**src/rtl/core/msq_pkg.sv**
```systemverilog
// Package for the memory test sequencer: phase and register codes,
// pair-test patterns, and the state and result records shared by the core.
// No dependencies.
package msq_pkg;

   // Test phases, as reported on the result channel
   localparam logic [2:0] PHASE_IDLE  = 3'd0;
   localparam logic [2:0] PHASE_ONES  = 3'd1;
   localparam logic [2:0] PHASE_ZEROS = 3'd2;
   localparam logic [2:0] PHASE_PAIRS = 3'd3;
   localparam logic [2:0] PHASE_ADDR  = 3'd4;

   // Control register indexes
   localparam logic [1:0] CSR_WIDTH_MODE = 2'd0;
   localparam logic [1:0] CSR_BASE_ADDR  = 2'd1;
   localparam logic [1:0] CSR_SIZE_BYTES = 2'd2;

   // Location width codes (any other code means 16 bits)
   localparam logic [1:0] WIDTH_8  = 2'd0;
   localparam logic [1:0] WIDTH_16 = 2'd1;
   localparam logic [1:0] WIDTH_32 = 2'd2;

   // Walking bit seed and alternating patterns
   localparam logic [31:0] WALK_ONE = 32'h00000001;
   localparam logic [31:0] WALK_ZERO = 32'hfffffffe;
   localparam logic [31:0] PAT_55 = 32'h55555555;
   localparam logic [31:0] PAT_AA = 32'haaaaaaaa;
   localparam logic [31:0] PAT_66 = 32'h66666666;
   localparam logic [31:0] PAT_99 = 32'h99999999;
   localparam logic [31:0] PAT_33 = 32'h33333333;
   localparam logic [31:0] PAT_CC = 32'hcccccccc;

   // Sequencer state
   typedef struct packed {
      logic [2:0]  phase;
      logic [4:0]  bit_index;
      logic [1:0]  pair_index;
      logic        verify_pass;
      logic [31:0] location_index;
      logic        pending_check;
      logic [31:0] pending_address;
      logic [31:0] pending_expected;
   } msq_state_type;

   // One result transaction
   typedef struct packed {
      logic [31:0] mem_address;
      logic        mem_write;
      logic        mem_read;
      logic [31:0] mem_write_data;
      logic        check_error;
      logic [31:0] error_address;
      logic [31:0] found_value;
      logic [31:0] expected_value;
      logic [2:0]  test_phase;
      logic        done_res;
   } msq_result_type;

   // Pattern of a pair test; even locations take the first of the pair
   function automatic logic [31:0] pair_pattern(input logic [1:0] pair_sel,
                                                input logic odd_loc);
      logic [31:0] val;
      case (pair_sel)
         2'd0: begin
            val = odd_loc ? PAT_AA : PAT_55;
         end
         2'd1: begin
            val = odd_loc ? PAT_99 : PAT_66;
         end
         default: begin
            val = odd_loc ? PAT_CC : PAT_33;
         end
      endcase
      return val;
   endfunction

   // Walking bit patterns at a bit position
   function automatic logic [31:0] walk_one(input logic [4:0] bit_pos);
      return WALK_ONE << bit_pos;
   endfunction

   function automatic logic [31:0] walk_zero(input logic [4:0] bit_pos);
      return ~(~WALK_ZERO << bit_pos);
   endfunction

endpackage

```
**src/rtl/core/msq_step.sv**
```systemverilog
// Next-step logic of the memory test sequencer: read-back check, pass
// advance with empty-pass skipping, and the access for one transaction.
// Depends on msq_pkg.
module msq_step #(
   parameter int ADDR_BITS = 32,
   parameter int DATA_BITS = 32
) (
   input  msq_pkg::msq_state_type  cur_state,
   input  logic [1:0]              width_mode,
   input  logic [31:0]             base_address,
   input  logic [31:0]             size_bytes,
   input  logic                    start_req,
   input  logic [31:0]             read_data,
   output msq_pkg::msq_state_type  next_state,
   output msq_pkg::msq_result_type result
);

   localparam int ADDR_KEEP = (ADDR_BITS < 32) ? ADDR_BITS : 32;
   localparam logic [31:0] ADDR_MASK = 32'hffffffff >> (32 - ADDR_KEEP);
   localparam logic [31:0] DATA_MASK = 32'hffffffff >> (32 - DATA_BITS);

   logic [1:0]  loc_shift;
   logic [5:0]  loc_bits;
   logic [31:0] data_mask;
   logic [31:0] loc_count;
   logic [31:0] pair_count;
   logic [31:0] found;

   msq_pkg::msq_state_type s0;
   msq_pkg::msq_state_type s1;
   msq_pkg::msq_state_type s_iss;

   logic        active0;
   logic        issue_now;
   logic        done1;
   logic [4:0]  bit_inc;
   logic [1:0]  pair_inc;
   logic [31:0] count1;
   logic        issue;
   logic        done;

   logic [33:0] loc_offset;
   logic [34:0] addr_sum;
   logic [31:0] addr;
   logic [31:0] pattern;

   // Location geometry from the width register
   always_comb begin
      case (width_mode)
         msq_pkg::WIDTH_8: begin
            loc_shift = 2'd0;
            loc_bits  = 6'd8;
            data_mask = 32'h000000ff & DATA_MASK;
         end
         msq_pkg::WIDTH_32: begin
            loc_shift = 2'd2;
            loc_bits  = 6'd32;
            data_mask = 32'hffffffff & DATA_MASK;
         end
         default: begin
            loc_shift = 2'd1;
            loc_bits  = 6'd16;
            data_mask = 32'h0000ffff & DATA_MASK;
         end
      endcase
      loc_count  = size_bytes >> loc_shift;
      pair_count = {loc_count[31:1], 1'b0};
   end

   // Start or read-back check, then pass advance
   always_comb begin
      s0     = cur_state;
      result = '0;
      found  = read_data & data_mask;

      if (start_req) begin
         s0.phase          = msq_pkg::PHASE_ONES;
         s0.bit_index      = 5'd0;
         s0.pair_index     = 2'd0;
         s0.verify_pass    = 1'b0;
         s0.location_index = 32'd0;
      end else if (cur_state.pending_check && (found != cur_state.pending_expected)) begin
         result.check_error    = 1'b1;
         result.error_address  = cur_state.pending_address;
         result.found_value    = found;
         result.expected_value = cur_state.pending_expected;
      end
      s0.pending_check = 1'b0;

      active0 = (s0.phase != msq_pkg::PHASE_IDLE) && (s0.phase <= msq_pkg::PHASE_ADDR);
      issue_now = active0 && (s0.location_index <
                  ((s0.phase == msq_pkg::PHASE_PAIRS) ? pair_count : loc_count));

      // Next pass after the current one ran out
      s1                = s0;
      s1.location_index = 32'd0;
      done1             = 1'b0;
      bit_inc           = s0.bit_index + 5'd1;
      pair_inc          = s0.pair_index + 2'd1;
      if (!s0.verify_pass) begin
         s1.verify_pass = 1'b1;
      end else begin
         s1.verify_pass = 1'b0;
         case (s0.phase)
            msq_pkg::PHASE_ONES, msq_pkg::PHASE_ZEROS: begin
               if ((bit_inc == 5'd0) || ({1'b0, bit_inc} >= loc_bits)) begin
                  s1.bit_index = 5'd0;
                  s1.phase     = s0.phase + 3'd1;
               end else begin
                  s1.bit_index = bit_inc;
               end
            end
            msq_pkg::PHASE_PAIRS: begin
               if (pair_inc == 2'd3) begin
                  s1.pair_index = 2'd0;
                  s1.phase      = msq_pkg::PHASE_ADDR;
               end else begin
                  s1.pair_index = pair_inc;
               end
            end
            default: begin
               s1.phase = msq_pkg::PHASE_IDLE;
               done1    = 1'b1;
            end
         endcase
      end
      count1 = (s1.phase == msq_pkg::PHASE_PAIRS) ? pair_count : loc_count;

      // Pick the state that issues this step; an empty phase is skipped whole
      s_iss = s0;
      issue = 1'b0;
      done  = 1'b0;
      if (!active0) begin
         s_iss.phase = msq_pkg::PHASE_IDLE;
      end else if (issue_now) begin
         issue = 1'b1;
      end else if (done1) begin
         s_iss = s1;
         done  = 1'b1;
      end else if (count1 != 32'd0) begin
         s_iss = s1;
         issue = 1'b1;
      end else if ((s1.phase == msq_pkg::PHASE_PAIRS) && (loc_count != 32'd0)) begin
         s_iss             = s1;
         s_iss.phase       = msq_pkg::PHASE_ADDR;
         s_iss.bit_index   = 5'd0;
         s_iss.pair_index  = 2'd0;
         s_iss.verify_pass = 1'b0;
         issue             = 1'b1;
      end else begin
         s_iss       = s1;
         s_iss.phase = msq_pkg::PHASE_IDLE;
         done        = 1'b1;
      end

      // Access address and pattern for the issuing location
      loc_offset = {2'b00, s_iss.location_index} << loc_shift;
      addr_sum   = {3'b000, base_address} + {1'b0, loc_offset};
      addr       = addr_sum[31:0] & ADDR_MASK;
      case (s_iss.phase)
         msq_pkg::PHASE_ONES: begin
            pattern = msq_pkg::walk_one(s_iss.bit_index) & data_mask;
         end
         msq_pkg::PHASE_ZEROS: begin
            pattern = msq_pkg::walk_zero(s_iss.bit_index) & data_mask;
         end
         msq_pkg::PHASE_PAIRS: begin
            pattern = msq_pkg::pair_pattern(s_iss.pair_index, s_iss.location_index[0])
                      & data_mask;
         end
         default: begin
            pattern = addr & data_mask;
         end
      endcase

      next_state = s_iss;
      if (issue) begin
         next_state.location_index = s_iss.location_index + 32'd1;
         result.mem_address        = addr;
         if (s_iss.verify_pass) begin
            result.mem_read             = 1'b1;
            next_state.pending_check    = 1'b1;
            next_state.pending_address  = addr;
            next_state.pending_expected = pattern;
         end else begin
            result.mem_write      = 1'b1;
            result.mem_write_data = pattern;
         end
      end
      result.done_res   = done;
      result.test_phase = next_state.phase;
   end

endmodule

```
**src/rtl/core/memory_test_sequencer.sv**
```systemverilog
// Memory self-test sequencer. Each accepted request transaction produces
// exactly one response transaction, registered and valid the cycle after
// acceptance; a new request is taken every cycle while the response register
// is empty or being drained, so the block sustains one memory access per
// clock. The step path is one location compare, one address add and the
// pattern select. A start transaction runs walking ones, walking zeros, the
// 55/AA, 66/99 and 33/CC pairs and address-in-address, each as a write pass
// then a verify pass; read data for a verify read comes back on the next
// request and any mismatch is reported on its response. Control registers:
// 0 width mode, 1 base address, 2 size in bytes; write them only while idle.
// Depends on msq_pkg and msq_step.
module memory_test_sequencer #(
   parameter int ADDR_BITS = 32,
   parameter int DATA_BITS = 32
) (
   input  logic        clock,
   input  logic        reset,

   input  logic        csr_valid,
   output logic        csr_ready,
   input  logic [1:0]  csr_index,
   input  logic [31:0] csr_data,

   input  logic        req_valid,
   output logic        req_ready,
   input  logic        req_start_req,
   input  logic [31:0] req_read_data,

   output logic        rsp_valid,
   input  logic        rsp_ready,
   output logic [31:0] rsp_mem_address,
   output logic        rsp_mem_write,
   output logic        rsp_mem_read,
   output logic [31:0] rsp_mem_write_data,
   output logic        rsp_check_error,
   output logic [31:0] rsp_error_address,
   output logic [31:0] rsp_found_value,
   output logic [31:0] rsp_expected_value,
   output logic [2:0]  rsp_test_phase,
   output logic        rsp_done_res
);

   logic [1:0]  width_mode_ff;
   logic [31:0] base_address_ff;
   logic [31:0] size_bytes_ff;

   msq_pkg::msq_state_type  state_ff;
   msq_pkg::msq_state_type  state_in;
   msq_pkg::msq_result_type rsp_ff;
   msq_pkg::msq_result_type rsp_in;
   logic                    rsp_valid_ff;
   logic                    req_fire;

   // Control register writes
   assign csr_ready = 1'b1;

   always_ff @(posedge clock) begin
      if (reset) begin
         width_mode_ff   <= msq_pkg::WIDTH_16;
         base_address_ff <= 32'd0;
         size_bytes_ff   <= 32'd0;
      end else if (csr_valid) begin
         case (csr_index)
            msq_pkg::CSR_WIDTH_MODE: width_mode_ff   <= csr_data[1:0];
            msq_pkg::CSR_BASE_ADDR:  base_address_ff <= csr_data;
            msq_pkg::CSR_SIZE_BYTES: size_bytes_ff   <= csr_data;
            default: begin
            end
         endcase
      end
   end

   // Step logic
   msq_step #(
      .ADDR_BITS (ADDR_BITS),
      .DATA_BITS (DATA_BITS)
   ) u_step (
      .cur_state    (state_ff),
      .width_mode   (width_mode_ff),
      .base_address (base_address_ff),
      .size_bytes   (size_bytes_ff),
      .start_req    (req_start_req),
      .read_data    (req_read_data),
      .next_state   (state_in),
      .result       (rsp_in)
   );

   // Accept while the response register is free or draining
   assign req_ready = !rsp_valid_ff || rsp_ready;
   assign req_fire  = req_valid && req_ready;

   always_ff @(posedge clock) begin
      if (reset) begin
         state_ff <= '0;
      end else if (req_fire) begin
         state_ff <= state_in;
      end
   end

   // Response register
   always_ff @(posedge clock) begin
      if (reset) begin
         rsp_valid_ff <= 1'b0;
      end else if (req_fire) begin
         rsp_valid_ff <= 1'b1;
      end else if (rsp_ready) begin
         rsp_valid_ff <= 1'b0;
      end
   end

   always_ff @(posedge clock) begin
      if (req_fire) begin
         rsp_ff <= rsp_in;
      end
   end

   assign rsp_valid          = rsp_valid_ff;
   assign rsp_mem_address    = rsp_ff.mem_address;
   assign rsp_mem_write      = rsp_ff.mem_write;
   assign rsp_mem_read       = rsp_ff.mem_read;
   assign rsp_mem_write_data = rsp_ff.mem_write_data;
   assign rsp_check_error    = rsp_ff.check_error;
   assign rsp_error_address  = rsp_ff.error_address;
   assign rsp_found_value    = rsp_ff.found_value;
   assign rsp_expected_value = rsp_ff.expected_value;
   assign rsp_test_phase     = rsp_ff.test_phase;
   assign rsp_done_res       = rsp_ff.done_res;

`ifndef ASSERT_OFF
   // Finishing the sequence leaves the sequencer idle
   a_done_idle: assert property (@(posedge clock) disable iff (reset)
      req_fire && rsp_in.done_res |=> state_ff.phase == msq_pkg::PHASE_IDLE)
      else $error("sequencer not idle after done");

   // A mismatch is only reported when a read was outstanding
   a_error_needs_read: assert property (@(posedge clock) disable iff (reset)
      req_fire && !state_ff.pending_check |=> !rsp_ff.check_error)
      else $error("check error without outstanding read");

   // Every issued read leaves a check pending for the next transaction
   a_read_pending: assert property (@(posedge clock) disable iff (reset)
      req_fire && rsp_in.mem_read |=> state_ff.pending_check)
      else $error("read issued without pending check");
`endif

endmodule

```
**config.mk**
```make
export PLATFORM = sky130hd
export DESIGN_NAME = memory_test_sequencer
export DESIGN_NICKNAME = d
export VERILOG_FILES = /design/src/rtl/core/msq_pkg.sv /design/src/rtl/core/msq_step.sv /design/src/rtl/core/memory_test_sequencer.sv
export SDC_FILE = /design/constraint.sdc
export NUM_CORES = 1
export LEC_CHECK = 0
export CAP_MARGIN = 20
export CORE_MARGIN = 1.5
export CORE_UTILIZATION = 47
export CTS_CLUSTER_SIZE = 10
export DETAILED_ROUTE_END_ITERATION = 16
export DONT_BUFFER_PORTS = 1
export HOLD_SLACK_MARGIN = 0.06
export SLEW_MARGIN = 25
export SYNTH_ARGS = -nofsm -noshare
export SYNTH_HDL_FRONTEND = slang
export SYNTH_SLANG_ARGS = --single-unit
```
**constraint.sdc**
```tcl
create_clock -name clock -period 9.8 [get_ports clock]
set_clock_uncertainty 0.1 [all_clocks]
set_input_delay 0 -clock clock [delete_from_list [all_inputs] [get_ports clock]]
set_output_delay 0 -clock clock [all_outputs]
set_load 0.03 [all_outputs]
```
Word-level counts from Yosys, hierarchy flattened

Index checks and enable logic that the tools add are counted.

Logic and storage cells: 123
Output and inout bits: 170
Bits in registers: 342
Input port bits: 72

Equal/unequal tests: 13
Bitwise operators: 9
Reduce and logical (&&, ||, !) cells: 24
Multiplexer cells: 44
Add/subtract/negate cells: 5
Order comparisons: 3
Shifts and indexed selects: 3

Operator list:

| operator                                                               | number |
|---|---|
| 108-bit 2-to-1 mux                                                     | 4 |
| 97-bit 2-to-1 mux                                                      | 2 |
| 32-bit AND                                                             | 5 |
| 32-bit 2-to-1 mux                                                      | 4 |
| 32-bit case mux with 2 select lines                                    | 2 |
| 105-bit 2-to-1 mux                                                     | 1 |
| 32-bit case mux with 3 select lines                                    | 1 |
| 65-bit 2-to-1 mux                                                      | 1 |
| 32-bit nonzero test                                                    | 2 |
| 43-bit 2-to-1 mux                                                      | 1 |
| 32-bit by 1-bit adder with 32-bit output (second input constant)       | 1 |
| 32-bit adder                                                           | 1 |
| 32-bit less-than comparator                                            | 1 |
| 32-bit != test                                                         | 1 |
| 32-bit inverter                                                        | 1 |
| 1-bit by 5-bit << shifter with 32-bit output (first input constant)    | 1 |
| 32-bit by 2-bit << shifter with 32-bit output                          | 1 |
| 32-bit by 2-bit >> shifter with 32-bit output                          | 1 |
| 1-bit 2-to-1 mux                                                       | 17 |
| 3-bit by 2-bit equality test with 1-bit output (second input constant) | 5 |
| 6-bit case mux with 2 select lines                                     | 1 |
| 10-bit 2-to-1 mux                                                      | 1 |
| 5-bit 2-to-1 mux                                                       | 2 |
| 3-bit 2-to-1 mux                                                       | 3 |
| 22 further kinds                                                       | 41 |

Longest topological paths before layout

Gate-level depths: netlist of the first run.

Word-level depth: 21
Mapped depth: 34
Depth with buffers taken out: 26

Cells and area by module

A second synthesis of the first run with hierarchy kept.

Cells, all modules: 2408
Area total of the unflattened synthesis: 21227.9 um^2

By module, submodules not included:

| module                | times used | seq. area each (um^2) | area an instance (um^2) | cells each |
|---|---|---|---|---|
| memory_test_sequencer | 1          | 8518.2                | 12051.6                 | 956 |
| msq_step              | 1          | 0.0                   | 9176.3                  | 1452 |

Least setup slack after synthesis of the first run

No wires, ideal clock.

Path type: register to register
From: register width_mode_ff[1]
To: register rsp_ff (netlist bit rsp_mem_write_data[31]), data pin
Clock period less this slack: 7.572 ns
Arrival: 7.205 ns
Stages on the path, launching flop included: 35
Slack: 2.228 ns
Cell sequence: dfxtp_1 -> buf_6 -> buf_4 -> buf_4 -> buf_1 -> or2_2 -> clkbuf_1 -> inv_1 -> clkbuf_1 -> nand2_1 -> ha_1 -> nand4_1 -> or4_1 -> nor4_1 -> o221a_2 -> o21ai_1 -> nand2_1 -> clkbuf_1 -> clkbuf_1 -> clkbuf_1 -> clkbuf_1 -> nor2_1 -> ha_1 -> clkbuf_1 -> nand2_1 -> o21ai_0 -> a221o_1 -> a221o_1 -> a22oi_1 -> o21ai_0 -> a21o_1 -> a21oi_1 -> xnor2_1 -> and2_1 -> nor3_1

Longest elaborated chain between the ends: 19
Elaborated cells on any way between the ends: 53

RTL lines:

| what                                                                                    | RTL line                     | RTL |
|---|---|---|
| from (decl)                                                                             | memory_test_sequencer.sv:43  | `logic [1:0] width_mode_ff;` |
| from (signal assigned)                                                                  | memory_test_sequencer.sv:59  | `width_mode_ff <= msq_pkg::WIDTH_16;` |
| from (signal assigned)                                                                  | memory_test_sequencer.sv:64  | `msq_pkg::CSR_WIDTH_MODE: width_mode_ff <= csr_data[1:0];` |
| branches (longest 19 deep; another with 5-bit by 6-bit >= comparator with 1-bit output) | --                           |  |
| to (signal assigned)                                                                    | memory_test_sequencer.sv:113 | `rsp_ff <= rsp_in;` |
| to (decl)                                                                               | memory_test_sequencer.sv:49  | `msq_pkg::msq_result_type rsp_ff;` |

Parallel ways; which one is timed is not known. The select of a mux whose other input is x is not followed.
A chain may end at the register's enable or synchronous reset.

Final worst setup path of the first run

From: register width_mode_ff[1]
To: register rsp_ff (netlist bit rsp_mem_write_data[23]), data pin

The elaborated chain is that of the path after synthesis.

==> results.cfg, run 1 <==
[synth]
synthCells = 2196
synth_compound_area_frac = 0.170
synth_top_area_frac = 0.258
yosys.area_share.simple = 0.227
yosys_register_bits = 342
syn_avg_cell_area_um2 = 8.87
async_reset_ff_frac = 0
synthAdderAreaFrac = 0.0473
synthMuxAreaShare = 0.0533
synth-edff-count = 167
synth_xor_area_frac = 0.0238
synth_seq_area_share = 0.438
syn_area_um2 = 19500
yosys_warnings = 0
synth_nets = 2341
synth_flop_cell = dfxtp_1
synth_top_family_by_area = simple AND/OR/NAND/NOR gates
synth.largest_area_cell = edfxtp_1
synth_area_leaders = edfxtp_1 26%, dfxtp_1 18%, a21oi_1 6.0%
synth.distinct_cells = 89

[route]
m1WireLength_um = 26800
top_layer = met4
ant_nets = 0
num_vias = 17176
wl_per_cell_um = 23.7
met3_length_um = 5410
drtIter0Drc = 1735
viasPerCell = 6.10
drc = 0
wirelength_um = 66800
drt_first_pass_iters = 9
wl_met2_um = 31700

[worst_hold_path]
holdCritStartpoint = req_read_data[5]
worstHoldPathType = input pin to flip-flop
min_to = rsp_found_value[5]$_SDFFCE_PP0P_
holdPathStages = 2

[cts]
ctsResizeCount = 0
clockBufferDepth = 3
h-tree-depth = 2
cts_buffers = 42
cts-root-buf = clkbuf_16
cts_sinks = 342
cts_tree = built
cts.clk_slew.worst_paths_ns = 0.05
clkLatencyLatePin_ns = 0.58

[worst_setup_path]
slowest_delay_ns = 0.74
path_class = flip-flop to flip-flop
reg2reg_setup_slack_ns = 1.89
slowest_stage = o41ai_1
reg2reg_to = rsp_mem_write_data[23]$_SDFFCE_PP0P_
rr_worst_depth = 25
setup.worst_path.start_class = flip-flop
worstPathRequired_ns = 10.04
r2r_start = width_mode_ff[1]$_SDFFE_PP0P_
crit_top_cell = nor2_1
crit_fanout = 31
end_kind = flip-flop
crit_start = width_mode_ff[1]$_SDFFE_PP0P_
arrival_ns = 8.15
cp_top_family = simple AND/OR/NAND/NOR gates
path_buf_inv = 2

[final_layout]
fin_util = 0.551
fillers = 3665
syn2layout_area_growth_pct = 15.5
fin_area_um2 = 22500
layout-drive-gt1-share = 0.0648
layout_commonest_cell = nand2_1
nNetsFinal = 2398
final_cell_mix = 301 x nand2_1, 230 x a21oi_1, 217 x nor2_1, 173 x dfxtp_1, 167 x edfxtp_1

[place]
placed_area_um2 = 19700
dpl.hpwl_um = 46800
io_buffers = 0
gp_congestion = 0.959

[pwr]
ir_drop_v = 0.000128
powerDensity_nw_per_um2 = 165
p_leak_uw = 0.00827

[global_routing]
grt.overflow.total = 0
grt_usage = 0.308
grt_pass1_wl_um = 99100
first_global_vias = 15971
grt_start_max_net_pins = 158
antenna_found_initial = 1

[timing]
worst_pin_slew_ns = 1.04
max-slew-margin-rel = 0.299
final-max-slew-violation-count = 0
max_freq_mhz = 126
setup_viol = 0
period_needed_ns = 7.91
rsz0062_at_grt = no
hold_viol_final = 0
setup-tns-final_ns = 0
post-route-period-util = 0.807

[floorplan]
dieArea_um2 = 42700
io-pin-count = 242
die_h_um = 207
rows = 74
die_w_um = 207
start_util = 0.477
coreArea_um2 = 40800

[outcome]
run_status = completed

[job]
drv_cap = 0
report_power, final:
group	total, µW	switching, µW	leakage, µW	internal (µW)
combinational	514	353	0.00454	160
clock	1480	616	0.000626	866
sequential	1710	136	0.00311	1570
total	3710	1110	0.00827	2600
cells in the mapped netlist, drive strengths merged (9+ instances only):
library cell	instances
nand2b	15
a21o	19
o31ai	14
a22o	12
o21ai	82
o21a	9
and2	86
nor3	40
nor2	217
o22ai	12
dfxtp	175
nand2	301
a22oi	16
xor2	16
a31oi	22
nor4	9
a211oi	25
inv	35
a21oi	233
or3	10
ha	72
buf	34
and3	45
xnor2	37
nand4	31
o21bai	9
mux2i	70
nand3	51
edfxtp	167
mux2	30
nor2b	62
clkbuf	122
per-stage QoR:
stage / hold WS [ns] / instances / power [µW] / setup WS (ns)
6_report: 0.0849 / 2816 / 3710 / 1.89
3_5_place_dp: 0.00869 / 2593 / 2180 / 2.17
3_3_place_gp: 0.00873 / 2593 / 2180 / 2.31
4_1_cts: 0.0603 / 2813 / 3710 / 2.09
2_1_floorplan: 0.0178 / 2196 / 2060 / 2.23
5_1_grt: 0.0843 / 2815 / 3830 / 1.54
state kept, by name, indices dropped and copies added, names as in the netlist:
signal,cells
rsp_found_value,32
base_address_ff,32
state_ff,108
rsp_done_res,1
width_mode_ff,2
rsp_mem_address,32
rsp_expected_value,32
rsp_mem_write_data,32
rsp_valid,1
rsp_mem_read,1
rsp_test_phase,3
rsp_mem_write,1
size_bytes_ff,32
rsp_check_error,1
rsp_error_address,32
cell families after synthesis:
kind of cell,Yosys count
xor+xnor,53
buf+inv,191
fa+ha+maj,73
mux,100
flops,342
simple gates,910
compound gates,526
other cells,1
area by class of cell:
class | count | area [µm²] | share of cell area
tap | 532 | 666 | 0.0296
sequential | 342 | 8520 | 0.379
antenna | 1 | 2.50 | 0.000111
multi-input combinational | 1663 | 10200 | 0.453
timing repair buffer | 169 | 1660 | 0.0737
inverter | 35 | 136 | 0.00606
clock inverter | 8 | 115 | 0.00512
clock buffer | 66 | 1190 | 0.0530
worst max path at each step:
stage	to	slack [ns]	cells after the start
2_1_floorplan	rsp_mem_write_data[31]$_SDFFCE_PP0P_	2.23	34
3_3_place_gp	rsp_mem_write_data[23]$_SDFFCE_PP0P_	2.31	25
3_5_place_dp	rsp_mem_write_data[30]$_SDFFCE_PP0P_	2.17	25
4_1_cts	rsp_mem_write_data[30]$_SDFFCE_PP0P_	2.09	25
5_1_grt	rsp_mem_write_data[27]$_SDFFCE_PP0P_	1.54	25
6_report	rsp_mem_write_data[23]$_SDFFCE_PP0P_	1.89	25
metal layers:
| layer | vias up | GRT usage |
|---|---|---|
| met2 | 822 | 0.509 |
| met4 | 0 | 0.133 |
| met3 | 141 | 0.0557 |
| met5 | - | 0 |
| met1 | 8226 | 0.393 |
| li1 | 7987 | - |
timing repair:
| item | CTS | global route |
|---|---|---|
| buffers inserted | 0 | 0 |
| hold buffers | 146 | 2 |
| hold endpoints to repair | 208 | 14 |
Power figures use the tool's default switching activity.
==> run 2, diff against run 1 <==
==> constraint.sdc (replaced) <==
create_clock -name clock -period 6.4 [get_ports clock]
set_clock_uncertainty 0.1 [all_clocks]
set_input_delay 0 -clock clock [delete_from_list [all_inputs] [get_ports clock]]
set_output_delay 0 -clock clock [all_outputs]
set_load 0.03 [all_outputs]
==> run 2 against run 1 <==
Compared with the run above: core utilization rose by 2.8 points; largest power group unchanged; sequential cell count did not move; via count rose by 2.7%; hold slack got worse by 0.019 ns; sequential power rose by 53%; clock power rose by 55%; final cell count rose by 4.2%.
==> results.cfg, run 2 (same netlist as run 1, synthesis figures left out) <==
[route]
wl_per_cell_um = 23.8
ant_nets = 0
drt_first_pass_iters = 6
drc = 0
drtIter0Drc = 1603
num_vias = 17634
viasPerCell = 6.01
wirelength_um = 69900

[cts]
cts_buffers = 42
cts-root-buf = clkbuf_16
cts_tree = built
h-tree-depth = 2
clockBufferDepth = 3
cts.clk_slew.worst_paths_ns = 0.06
cts_sinks = 342
clkLatencyLatePin_ns = 0.60

[final_layout]
largest_reg_flops = 108
syn2layout_area_growth_pct = 21.3
antenna_cells = 0
top_register = state_ff
layout_commonest_cell = nand2_1
layout-drive-gt1-share = 0.115
final_cell_mix = 300 x nand2_1, 228 x a21oi_1, 215 x nor2_1, 173 x dfxtp_1, 167 x edfxtp_1
fillers = 3544
nNetsFinal = 2516

[timing]
period_needed_ns = 6.06
post-route-period-util = 0.947
hold_viol_final = 0
rsz0062_at_grt = no
fin_hold_ws_ns = 0.0655
setup_viol = 0
setup-tns-final_ns = 0
worst_pin_slew_ns = 1.02
final-max-slew-violation-count = 0
max-slew-margin-rel = 0.312
max_freq_mhz = 165

[worst_setup_path]
r2r_start = width_mode_ff[1]$_SDFFE_PP0P_
reg2reg_setup_slack_ns = 0.34
path_depth = 25
setup.worst_path.start_class = flip-flop
path_class = flip-flop to flip-flop
end_kind = flip-flop
endpoint = rsp_mem_write_data[30]$_SDFFCE_PP0P_
crit_top_cell = ha_1
cp_top_family = compound AO/OA/AOI/OAI gates
crit_start = width_mode_ff[1]$_SDFFE_PP0P_
crit_fanout = 9
path_buf_inv = 2
arrival_ns = 6.40
worstPathRequired_ns = 6.74
slowest_delay_ns = 0.58
rr_worst_depth = 25
slowest_stage = or4_4
reg2reg_to = rsp_mem_write_data[30]$_SDFFCE_PP0P_

[floorplan]
die_w_um = 207
coreArea_um2 = 40800
start_util = 0.477
die_h_um = 207
rows = 74
io-pin-count = 242
dieArea_um2 = 42700

[global_routing]
antenna_found_initial = 1
first_global_vias = 16583
grt_start_max_net_pins = 158
grt_usage = 0.318
grt_pass1_wl_um = 102000
grt.overflow.total = 0

[pwr]
ir_drop_v = 0.000300
powerDensity_nw_per_um2 = 245
p_leak_uw = 0.00897

[job]
drv_cap = 0

[place]
io_buffers = 0
dpl.hpwl_um = 48900
gp_congestion = 0.948

[outcome]
run_status = completed

[worst_hold_path]
worstHoldPathType = input pin to flip-flop
-- run 2: cell count changes in the layout (fill, tap and decap cells not counted), sizes merged --
cell | previous run | this run
dlymetal6s4s | 0 | 1
inv | 35 | 36
buf | 22 | 126
dlygate4sd3 | 147 | 160
diode | 1 | 0
clkinv | 6 | 5
-- run 2: where the power goes --
| part | switching (µW) | leakage [µW] | internal [µW] | total [µW] |
|---|---|---|---|---|
| clock | 977 | 0.000619 | 1310 | 2290 |
| combinational | 569 | 0.00525 | 309 | 878 |
| sequential | 210 | 0.00311 | 2410 | 2620 |
-- run 2: worst register-to-register path, stage by stage, from the launching register on --
cell       delay, ns
dfxtp_4         0.40
buf_12          0.14
mux2_2          0.32
mux2i_1         0.24
ha_1            0.19
nand4_1         0.11
or4_4           0.58
nor4_4          0.24
o221a_4         0.26
o21ai_2         0.08
buf_4           0.20
and3_1          0.21
and2_1          0.16
ha_1            0.20
fa_1            0.43
a211oi_2        0.23
nor2_1          0.10
o221ai_2        0.21
o31ai_2         0.11
a21o_1          0.26
a2111oi_2       0.33
o21bai_1        0.15
a21oi_2         0.19
xnor2_2         0.19
nor2_2          0.08
nor3_2          0.19
-- run 2: layer usage --
| metal | GRT usage | vias to the layer above | part of all wire |
|---|---|---|---|
| met5 | 0 | - | 0 |
| met4 | 0.153 | 0 | 0.050 |
| met3 | 0.0460 | 184 | 0.070 |
| met2 | 0.540 | 767 | 0.48 |
| met1 | 0.396 | 8441 | 0.40 |
| li1 | - | 8242 | - |
-- run 2: how the worst min path moves through the flow --
stage	cells past startpoint	end	start	slack [ns]
4_1_cts	3	base_address_ff[6]$_SDFFE_PP0P_	csr_data[6]	0.06
2_1_floorplan	1	width_mode_ff[0]$_SDFFE_PP1P_	csr_data[0]	0.02
5_1_grt	2	rsp_found_value[11]$_SDFFCE_PP0P_	req_read_data[11]	0.09
3_5_place_dp	1	state_ff[2]$_SDFFE_PP0P_	reset	0.01
3_3_place_gp	1	state_ff[2]$_SDFFE_PP0P_	reset	0.01
6_report	2	rsp_found_value[11]$_SDFFCE_PP0P_	req_read_data[11]	0.07
-- run 2: timing repair --
action                                  4_1_cts  5_1_grt
buffers inserted                              0       10
endpoints found under the setup margin        0       43
resized for setup                             0       30
hold endpoints to repair                    208        9
hold buffers                                158        4
-- run 2: final cells by class --
class                           count  area [µm²]  share of cell area
Clock buffer                       66        1170              0.0496
Tap cell                          532         666              0.0282
Timing Repair Buffer              287        2630               0.111
Clock inverter                      8         131             0.00556
Inverter                           35         141             0.00599
Sequential cell                   342        8520               0.361
Multi-Input combinational cell   1663       10400               0.438
-- run 2: per-stage QoR --
step	total power (µW)	setup WS [ns]	cell area (µm²)	util	cells
after CTS	5770	0.0208	23300	0.571	2919
after global placement	3410	0.174	20400	0.500	2686
after global routing	5970	0.0129	23600	0.578	2933
after floorplan	3150	0.0216	19600	-	2196
final	5790	0.340	23600	0.578	2933
after detailed placement	3410	0.0853	20400	0.500	2687
